## src/hw/rtl/swmm_pkg.sv

```systemverilog
// Shared types, constants and digit helpers for the stopwatch display block.
package swmm_pkg;

    localparam int NUM_DIGITS  = 4;
    localparam int DIGIT_W     = 2;
    localparam int PERIOD_W    = 10;
    localparam int TIME_W      = 6;
    localparam int SEG_W       = 7;
    localparam int NUM_PHASES  = 4;
    localparam int CFG_INDEX_W = 2;

    typedef logic [PERIOD_W-1:0]    period_t;
    typedef logic [TIME_W-1:0]      time_t;
    typedef logic [SEG_W-1:0]       seg_t;
    typedef logic [NUM_DIGITS-1:0]  digit_sel_t;
    typedef logic [DIGIT_W-1:0]     digit_idx_t;
    typedef logic [CFG_INDEX_W-1:0] cfg_index_t;

    localparam cfg_index_t REG_SCAN   = 2'd0;
    localparam cfg_index_t REG_SWITCH = 2'd1;
    localparam cfg_index_t REG_BLINK  = 2'd2;
    localparam cfg_index_t REG_SECOND = 2'd3;

    localparam period_t SCAN_PERIOD_RST   = 10'd5;
    localparam period_t SWITCH_PERIOD_RST = 10'd20;
    localparam period_t BLINK_PERIOD_RST  = 10'd500;
    localparam period_t SECOND_PERIOD_RST = 10'd1000;

    localparam logic [6:0] TIME_LAST = 7'd59;

    localparam digit_sel_t POINT_DIGIT_SEL = 4'b1101;

    function automatic logic [3:0] tens_of(input time_t v);
        logic [3:0] t;
        if (v >= 6'd60)      t = 4'd6;
        else if (v >= 6'd50) t = 4'd5;
        else if (v >= 6'd40) t = 4'd4;
        else if (v >= 6'd30) t = 4'd3;
        else if (v >= 6'd20) t = 4'd2;
        else if (v >= 6'd10) t = 4'd1;
        else                 t = 4'd0;
        return t;
    endfunction

    function automatic logic [3:0] ones_of(input time_t v);
        logic [3:0] t;
        time_t      base;
        t    = tens_of(v);
        base = TIME_W'({t, 3'b000}) + TIME_W'({t, 1'b0});
        return 4'(v - base);
    endfunction

    function automatic seg_t seg_of(input logic [3:0] d);
        seg_t s;
        case (d)
            4'd0:    s = 7'h3F;
            4'd1:    s = 7'h06;
            4'd2:    s = 7'h5B;
            4'd3:    s = 7'h4F;
            4'd4:    s = 7'h66;
            4'd5:    s = 7'h6D;
            4'd6:    s = 7'h7D;
            4'd7:    s = 7'h07;
            4'd8:    s = 7'h7F;
            4'd9:    s = 7'h6F;
            default: s = 7'h00;
        endcase
        return s;
    endfunction

endpackage

```

## src/hw/rtl/stopwatch_mmss_seven_segment_scan.sv

```systemverilog
// Stopwatch MM:SS with button sampling and a multiplexed seven-segment scan.
//
//   channel  direction  handshake            word
//   in       sink       in_valid/in_ready    pause_button_n, clear_button_n (one tick)
//   out      source     out_valid/out_ready  digit_select_n, segments, decimal_point,
//                                            minutes_now, seconds_now, paused_now
//   cfg      sink       cfg_valid/cfg_ready  cfg_index, cfg_data (period registers)
//
// One tick per cycle; its result shows on the next cycle from the state registers.
// A new tick is taken while a result is being drained; a stalled result blocks input.
// cfg_ready is always high; a write takes effect on the next accepted tick.
// Reset clears time, pauses, and restores the default periods.
module stopwatch_mmss_seven_segment_scan
    import swmm_pkg::*;
(
    input  logic       clk,
    input  logic       rst_n,
    input  logic       in_valid,
    output logic       in_ready,
    input  logic       pause_button_n,
    input  logic       clear_button_n,
    output logic       out_valid,
    input  logic       out_ready,
    output digit_sel_t digit_select_n,
    output seg_t       segments,
    output logic       decimal_point,
    output time_t      minutes_now,
    output time_t      seconds_now,
    output logic       paused_now,
    input  logic       cfg_valid,
    output logic       cfg_ready,
    input  cfg_index_t cfg_index,
    input  period_t    cfg_data
);

    period_t    period_reg [NUM_PHASES];
    period_t    phase_reg  [NUM_PHASES];
    period_t    phase_next [NUM_PHASES];
    period_t    per_eff    [NUM_PHASES];
    logic [PERIOD_W:0] cnt_inc [NUM_PHASES];
    logic [NUM_PHASES-1:0] fire;

    time_t      minutes_reg, minutes_next;
    time_t      seconds_reg, seconds_next;
    logic       paused_reg, paused_next;
    logic       point_reg, point_next;
    logic       prev_pause_reg, prev_pause_next;
    logic       prev_clear_reg, prev_clear_next;
    digit_idx_t scan_digit_reg, scan_digit_next;
    digit_sel_t held_sel_reg, held_sel_next;
    seg_t       held_seg_reg, held_seg_next;
    logic       held_point_reg, held_point_next;
    logic       out_valid_reg, out_valid_next;

    logic       in_accept;
    logic [3:0] digit_val;
    logic [6:0] min7, sec7;

    assign in_ready  = !out_valid_reg || out_ready;
    assign in_accept = in_valid && in_ready;
    assign cfg_ready = 1'b1;

    always_comb
    begin
        for (int k = 0; k < NUM_PHASES; k++)
        begin
            fire[k]       = (phase_reg[k] == '0);
            per_eff[k]    = (period_reg[k] == '0) ? PERIOD_W'(1) : period_reg[k];
            cnt_inc[k]    = {1'b0, phase_reg[k]} + (PERIOD_W+1)'(1);
            phase_next[k] = (cnt_inc[k] >= {1'b0, per_eff[k]}) ? '0
                                                               : cnt_inc[k][PERIOD_W-1:0];
        end
    end

    always_comb
    begin
        paused_next     = paused_reg;
        point_next      = point_reg;
        prev_pause_next = prev_pause_reg;
        prev_clear_next = prev_clear_reg;
        scan_digit_next = scan_digit_reg;
        held_sel_next   = held_sel_reg;
        held_seg_next   = held_seg_reg;
        held_point_next = held_point_reg;
        min7            = {1'b0, minutes_reg};
        sec7            = {1'b0, seconds_reg};
        digit_val       = '0;

        // button sample
        if (fire[REG_SWITCH])
        begin
            if (prev_pause_reg && !pause_button_n)
                paused_next = !paused_next;
            prev_pause_next = pause_button_n;
            if (prev_clear_reg && !clear_button_n)
            begin
                min7        = '0;
                sec7        = '0;
                paused_next = 1'b1;
            end
            prev_clear_next = clear_button_n;
        end

        // digit scan
        case (scan_digit_reg)
            2'd0:    digit_val = tens_of(min7[TIME_W-1:0]);
            2'd1:    digit_val = ones_of(min7[TIME_W-1:0]);
            2'd2:    digit_val = tens_of(sec7[TIME_W-1:0]);
            default: digit_val = ones_of(sec7[TIME_W-1:0]);
        endcase
        if (fire[REG_SCAN])
        begin
            held_sel_next   = ~(NUM_DIGITS'(1) << scan_digit_reg);
            held_seg_next   = seg_of(digit_val);
            held_point_next = (scan_digit_reg == DIGIT_W'(1)) && point_reg;
            scan_digit_next = scan_digit_reg + DIGIT_W'(1);
        end

        // point blink
        if (fire[REG_BLINK] && !paused_next)
            point_next = !point_reg;

        // second count
        if (fire[REG_SECOND])
        begin
            if (!paused_next)
                sec7 = sec7 + 7'd1;
            if (sec7 > TIME_LAST)
            begin
                sec7 = '0;
                min7 = min7 + 7'd1;
                if (min7 > TIME_LAST)
                    min7 = '0;
            end
            if (sec7 == TIME_LAST && min7 == TIME_LAST)
            begin
                paused_next = 1'b1;
                min7        = '0;
                sec7        = '0;
            end
        end

        minutes_next = min7[TIME_W-1:0];
        seconds_next = sec7[TIME_W-1:0];

        if (in_accept)
            out_valid_next = 1'b1;
        else if (out_ready)
            out_valid_next = 1'b0;
        else
            out_valid_next = out_valid_reg;
    end

    always_ff @(posedge clk or negedge rst_n)
    begin
        if (!rst_n)
        begin
            period_reg[REG_SCAN]   <= SCAN_PERIOD_RST;
            period_reg[REG_SWITCH] <= SWITCH_PERIOD_RST;
            period_reg[REG_BLINK]  <= BLINK_PERIOD_RST;
            period_reg[REG_SECOND] <= SECOND_PERIOD_RST;
        end
        else if (cfg_valid && cfg_ready)
        begin
            period_reg[cfg_index] <= cfg_data;
        end
    end

    always_ff @(posedge clk or negedge rst_n)
    begin
        if (!rst_n)
        begin
            for (int k = 0; k < NUM_PHASES; k++)
                phase_reg[k] <= '0;
            minutes_reg    <= '0;
            seconds_reg    <= '0;
            paused_reg     <= 1'b1;
            point_reg      <= 1'b0;
            prev_pause_reg <= 1'b1;
            prev_clear_reg <= 1'b1;
            scan_digit_reg <= '0;
            held_sel_reg   <= '0;
            held_seg_reg   <= '0;
            held_point_reg <= 1'b0;
        end
        else if (in_accept)
        begin
            for (int k = 0; k < NUM_PHASES; k++)
                phase_reg[k] <= phase_next[k];
            minutes_reg    <= minutes_next;
            seconds_reg    <= seconds_next;
            paused_reg     <= paused_next;
            point_reg      <= point_next;
            prev_pause_reg <= prev_pause_next;
            prev_clear_reg <= prev_clear_next;
            scan_digit_reg <= scan_digit_next;
            held_sel_reg   <= held_sel_next;
            held_seg_reg   <= held_seg_next;
            held_point_reg <= held_point_next;
        end
    end

    always_ff @(posedge clk or negedge rst_n)
    begin
        if (!rst_n)
            out_valid_reg <= 1'b0;
        else
            out_valid_reg <= out_valid_next;
    end

    assign out_valid      = out_valid_reg;
    assign digit_select_n = held_sel_reg;
    assign segments       = held_seg_reg;
    assign decimal_point  = held_point_reg;
    assign minutes_now    = minutes_reg;
    assign seconds_now    = seconds_reg;
    assign paused_now     = paused_reg;

endmodule

```

## config.mk

```make
export PLATFORM = sky130hd
export DESIGN_NAME = stopwatch_mmss_seven_segment_scan
export DESIGN_NICKNAME = d
export VERILOG_FILES = /design/src/hw/rtl/swmm_pkg.sv /design/src/hw/rtl/stopwatch_mmss_seven_segment_scan.sv
export SDC_FILE = /design/constraint.sdc
export NUM_CORES = 1
export LEC_CHECK = 0
export BUFFER_PORTS_ARGS = -buffer_cell sky130_fd_sc_hd__buf_2
export CORE_AREA = 5 5 166 168
export CTS_CLUSTER_DIAMETER = 100
export DETAILED_ROUTE_END_ITERATION = 7
export DIE_AREA = 0 0 171 173
export GPL_TIMING_DRIVEN = 0
export SLEW_MARGIN = 20
export SYNTH_ARGS = -nofsm -noshare
export SYNTH_HDL_FRONTEND = slang
export SYNTH_SLANG_ARGS = --single-unit
```

## constraint.sdc

```tcl
create_clock -name clk -period 4.95 [get_ports clk]
set_input_delay 0.2475 -clock clk [delete_from_list [all_inputs] [get_ports clk]]
set_output_delay 0.2475 -clock clk [all_outputs]
set_load 0.02 [all_outputs]
```

-- Word level (Yosys, flattened, before mapping)
Memories as Yosys holds them, arrays and structs flattened. A register that Yosys moved wholly into a read port is not among the register bits.
Cells that the tools add are included.
- reductions and logical operators: 29
- shifts and indexed selects: 1
- order comparisons: 20
- div/mod/pow operators: 0
- multiply operators: 0
- muxes and demuxes: 48
- bitwise logic cells: 2
- eq/ne operators: 4
- add/subtract/negate cells: 11
- operators with widths (kind ; count):
    $mux 10 ; 9
    $logic_not 10->1 ; 8
    $mux 7 ; 7
    $mux 6 ; 8
    $add 10x1->11 const B ; 4
    $ge 11x10->1 ; 4
    $bwmux 40 ; 1
    $ge 6x6->1 const B ; 6
    $mux 4 ; 8
    $ge 6x5->1 const B ; 4
    $demux 10 s2 ; 1
    $add 6x1->7 const B ; 2
    $eq 7x6->1 const B ; 2
    $gt 7x6->1 const B ; 2
    $ge 6x4->1 const B ; 2
    $pmux 4 s3 ; 1
    $mux 1 ; 9
    $add 4x4->4 ; 2
    $sub 4x4->4 ; 2
    $logic_and 1x1->1 ; 7
    $logic_not 1->1 ; 7
    $mux 3 ; 2
    $reduce_and 2->1 ; 3
    $mux 2 ; 2
    12 further kinds ; 12
- RAM bits: 0
- output and inout bits: 28
- memories: 1
- bits in read-only memories: 112
- latch bits: 0
- word-level logic and storage cells: 134
- input port bits: 19
- register bits after elaboration: 104
- memory list (memory ; words ; bits a word ; read ports ; clocked after Yosys merged registers in ; wr ports ; line ; text):
    (no name shown) ; 16 ; 7 ; 1 ; 1 ; 0 ; swmm_pkg.sv:55 ; case (d)

-- Logic depth before layout (Yosys ltp)
- depth in word-level cells: 15
- depth in mapped cells: 17
- gate-level depth less buffers: 16

-- Least setup slack after synthesis
No wires, ideal clock.
- path type: flip-flop to flip-flop
- from: register phase_reg[20] in the netlist's numbering
- to: register seconds_reg[0] (netlist: seconds_now[0])
- library setup time: 0.121 ns
- path slack: 0.976 ns
- required time: 4.829 ns
- cell stages (with the launch flop): 16
- period minus slack after synthesis: 3.974 ns
- arrival: 3.853 ns
- path through: dfrtp_1 -> inv_1 -> ha_1 -> nor2b_1 -> nand4_1 -> clkbuf_1 -> and2_1 -> ha_1 -> inv_1 -> o32a_1 -> or3_1 -> xor2_1 -> or4_4 -> o41ai_4 -> nor2_1 -> a22o_1
- cells in the longest elaborated chain, start to end: 12
- elaborated cells on any way between the ends: 20
- RTL lines (element ; line ; text):
    start, declared ; stopwatch_mmss_seven_segment_scan.sv:37 ; period_t phase_reg [NUM_PHASES];
    start signal, assigned by index ; stopwatch_mmss_seven_segment_scan.sv:189 ; phase_reg[k] <= phase_next[k];
    $logic_not 10->1 * ; stopwatch_mmss_seven_segment_scan.sv:67 ; fire[k] = (phase_reg[k] == '0);
    $mux 6 ; stopwatch_mmss_seven_segment_scan.sv:90 ; if (fire[REG_SWITCH])
    $add 6x1->7 ; stopwatch_mmss_seven_segment_scan.sv:127 ; sec7 = sec7 + 7'd1;
    $mux 7 ; stopwatch_mmss_seven_segment_scan.sv:126 ; if (!paused_next)
    $mux 7 ; stopwatch_mmss_seven_segment_scan.sv:124 ; if (fire[REG_SECOND])
    $gt 7x6->1 ; stopwatch_mmss_seven_segment_scan.sv:128 ; if (sec7 > TIME_LAST)
    $mux 7 ; stopwatch_mmss_seven_segment_scan.sv:128 ;
    $mux 7 ; stopwatch_mmss_seven_segment_scan.sv:124 ;
    $eq 7x6->1 ; stopwatch_mmss_seven_segment_scan.sv:135 ; if (sec7 == TIME_LAST && min7 == TIME_LAST)
    $logic_and 1x1->1 ; stopwatch_mmss_seven_segment_scan.sv:135 ;
    $mux 6 ; stopwatch_mmss_seven_segment_scan.sv:135 ;
    $mux 6 * ; stopwatch_mmss_seven_segment_scan.sv:124 ;
    end signal, assigned ; stopwatch_mmss_seven_segment_scan.sv:191 ; seconds_reg <= seconds_next;
    end, declared ; stopwatch_mmss_seven_segment_scan.sv:44 ; time_t seconds_reg, seconds_next;
Every way passes the cells marked *; elsewhere a longest branch is shown, timed or not. The select of a mux whose other input is x is not followed.
A chain may end at the register's enable or synchronous reset.

-- Worst setup path in the final report
- from: register phase_reg[20] in the netlist's numbering
- to: register seconds_reg[4] (netlist: seconds_now[4])
Same word-level chain as after synthesis.

==> results.md <==
Status:
- The run finished with clean final reports.

Setup path:
- The slowest stage cell on the critical path is sky130_fd_sc_hd__dfrtp_1.
- The start of the worst register-to-register path is phase_reg[20].
- STA classifies the critical path startpoint as a flip-flop.
- The maximum fanout along the worst path is 10.
- The timing startpoint of the critical path is phase_reg[20].
- The signal on the critical path passes through inv_1, ha_1, nor2b_2, nand4_1, clkbuf_2, nand2_1, ha_1, nor3b_1, a2bb2oi_1, o211ai_1, a21oi_1, o211ai_1, a32oi_1, nor3_1, a21o_1, o41ai_1.
- STA classifies the critical path endpoint as a flip-flop.
- The required time at the endpoint of the critical path is 5.19 ns.
- Data arrives at the worst endpoint at 4.76 ns.
- The longest individual stage delay on the worst path is 0.47 ns.
- By startpoint and endpoint, the worst setup path is classified as flip-flop to flip-flop.

Finish:
- The number of fill cells is 2657.
- The area growth from synthesis to layout is 13.4%.
- The post-route cell area is 8640 µm².
- The number of nets in the final layout is 999.
- Leaving out fill and tap cells, the most frequent cells in the layout are sky130_fd_sc_hd__nand2_1, sky130_fd_sc_hd__dfrtp_1, sky130_fd_sc_hd__inv_1, sky130_fd_sc_hd__ha_1, sky130_fd_sc_hd__o21ai_0.
- The library cell used most frequently in the layout, excluding fill and tap cells, is sky130_fd_sc_hd__nand2_1.
- At the end of the flow the core is filled with cells to 33.5%.
- The area of the multi-input gates is 4460 µm².
- The number of diodes is 0.
- The layout cell share with drive strength beyond 1 is 14.8%.
- The register area is 2800 µm².

Clock tree:
- The number of buffers created by CTS is 9.
- The sink count of the clock tree is 111.
- TritonCTS built the clock tree.
- The clock latency on the worst-skew pair is 0.36 ns.
- The clock transition at the registers of the reported paths is 0.08 ns.
- The maximum level of the CTS H-tree is 3.
- The cell sitting at the root of the clock tree is a sky130_fd_sc_hd__clkbuf_16.
- The number of buffers on the longest clock path is 2.

Floorplan:
- For this configuration, the core starts out at a cell density of 29.6%.
- The die covers 29600 µm².
- The number of ports placed on the die boundary is 47.
- The horizontal extent of the die is 171 µm.
- The vertical die dimension is 173 µm.
- The region available for standard cell placement spans 25800 µm².
- Row generation in the floorplan step produced 59 rows.

Timing:
- The hold violation total from the final report is 0.
- The number of setup violations in the final report is 0.
- The clock period minus worst slack is 4.51 ns.
- The headroom to the max-slew limit is 44.1%.
- For the pin with the worst max-slew slack, the measured transition is 0.831 ns.
- Setup repair after global routing left no endpoint under its margin.
- The maximum operating frequency is 222 MHz.
- The final clock period utilization by the worst path is 91.2%.
- The max-slew violation total from the final report is 0.
- On the final layout, the worst clock skew is 0.00807 ns.

Min path:
- The critical hold path startpoint is in_valid.
- The tightest min-delay check is of the primary input to flip-flop type.

Synthesis:
- The number of different library cells used by synthesis comes to 69.
- The count of flip-flops with a built-in enable after synthesis is 0.
- Averaged over all synthesized cells, the footprint is 8.94 µm².
- Sequential cells were found to cover 36.7% of the synthesized design area.
- The Yosys step of the flow raised 0 warnings.
- Among all flip-flop cells after synthesis, the most frequent one is sky130_fd_sc_hd__dfrtp_1.
- Synthesis produced a netlist with a net count of 940.
- The number of synthesized register bits is 111.
- The share of flip-flops with an asynchronous set or reset after synthesis is 100%.
- After synthesis, the cell types taking the most area are sky130_fd_sc_hd__dfrtp_1, sky130_fd_sc_hd__ha_1, sky130_fd_sc_hd__dfstp_2.
- The dominant cell type by area after synthesis is sky130_fd_sc_hd__dfrtp_1.
- The proportion of netlist area held by the largest area contributor is 30.2%.
- The total standard cell area after synthesis is 7620 µm².
- The count of mapped cells out of synthesis is 853.

Detailed routing:
- Dividing the detail-routed wire length by the instance count gives 15.0 µm.
- After detailed routing, the number of remaining DRC violations is 0.
- The detailed-route vias per instance is 5.03.
- The first TritonRoute pass finished after 5 iterations.
- Across all layers, the routed design uses 6299 vias.
- The count of antenna-violating nets left after detailed routing is 0.
- The final routed wirelength across all metal layers is 18.8 mm.
- The number of design-rule violations left by the first detailed-router iteration is 483.

Global route:
- The number of antenna violations at the first check in global routing is 0.
- The global-route usage over all layers is 13.0%.
- The total grt overflow is 0.
- The first global-routing pass estimated 31.9 mm of wire.
- The number of global-route vias before repair was 6228.
- Entering global routing, the biggest net connects 63 pins.

Flow run:
- The number of max-capacitance violations reported is 0.

Power:
- Dividing total power by cell area gives a power density of 473 nW/µm².
- The worst-case IR drop observed on VDD is 206 µV.
- Summed over all cells, the static leakage comes to 4.23 nW.

Placed design:
- The global placement routability congestion is 0.894.
- In this run the cell area measured after placement is 8300 µm².
- The total half-perimeter wirelength after legalization and detailed placement is 13.8 mm.
- The number of buffers added on ports is 45.
[cells in the mapped netlist, drive strengths merged, types with 8 or more instances]
cell type and instances:
o31ai 11, nand3 29, xnor2 19, and3 18, dfrtp 92, nand2 118, or2 10, nor2 41
nor4 10, nand2b 13, inv 70, o21ai 65, a21o 25, ha 68, nor2b 17, o22ai 11
mux2 35, and2 8, a21oi 21, dfstp 19, clkbuf 26, nor3 13, xor2 17
[metrics by stage]
step / setup TNS [ns] / cells / hold WS, ns / power [mW] / worst slack, ns
2_1_floorplan: 0 / 853 / -0.0481 / 2.82 / 0.976
3_3_place_gp: -0.0780 / 1233 / 0.458 / 3.28 / -0.0780
3_5_place_dp: -0.0777 / 1234 / 0.227 / 3.32 / -0.0777
4_1_cts: 0 / 1252 / 0.0905 / 4.13 / 0.230
5_1_grt: 0 / 1252 / 0.101 / 4.49 / 0.0979
6_report: 0 / 1252 / 0.103 / 4.09 / 0.435
[worst paths after layout]
| kind | to | slack, ns | cells after the start |
|---|---|---|---|
| max reg2reg | seconds_now[4] | 0.44 | 16 |
| min reg2reg | digit_select_n[2] | 0.47 | 2 |
| min | out_valid | 0.10 | 2 |
| max | seconds_now[4] | 0.44 | 16 |
| max in group asynchronous | prev_pause_reg | 3.83 | 3 |
| min in group asynchronous | phase_reg[39] | 0.38 | 2 |
[layer usage]
layer	share of wire, %	routed length [µm]	GRT usage, %	vias to the layer above
met5	0	0	0	-
met2	45	8440	20.2	152
met3	5.3	1000	2.47	13
met1	49	9160	19.0	2991
met4	0.79	148	2.18	0
li1	-	-	-	3143
[cells by family (layout without fill, tap and decap cells)]
| logic type | Yosys count | in the layout | share of synthesized area (%) |
|---|---|---|---|
| and+or+nand+nor | 305 | 305 | 19.8 |
| AOI/OAI and AO/OA | 193 | 193 | 17.2 |
| DFF | 111 | 111 | 36.7 |
| buffers and inverters | 97 | 161 | 4.83 |
| adders and majority gates | 68 | 68 | 11.2 |
| muxes | 42 | 42 | 6.09 |
| xor gates and xnor gates | 36 | 36 | 4.14 |
| other | 1 | 1 | 0.0492 |
[power breakdown]
group / internal (mW) / switching (mW)
combinational: 0.808 / 1.00
clock: 0.417 / 0.372
sequential: 1.19 / 0.295
total: 2.42 / 1.67
[worst max-delay path, delay by kind of cell, from the launching register on]
kind                     cells  cell delay (ns)
AND/OR/NAND/NOR              5             1.06
flip-flops                   1             0.47
adder cells (fa/ha/maj)      2             0.65
buffers and inverters        2             0.36
AO/OA/AOI/OAI                7             1.87
[final cells by class]
class                   instances  area share [%]
inverters                      70            3.04
plain buffers                  27            1.23
multi-input cells             645            51.6
well taps                     335            4.85
flip-flops and latches        111            32.4
clock inverters                 6           0.883
clock buffers                  10            2.76
repair buffers                 48            3.20
[timing repair]
item	4_1_cts	5_1_grt
endpoints found under the setup margin	1	3
hold buffers	1	0
hold endpoints to repair	37	0
setup buffers	1	0
gates resized for setup	0	3
pin swaps	1	0
Note: power is estimated with default switching activity, not from simulation.
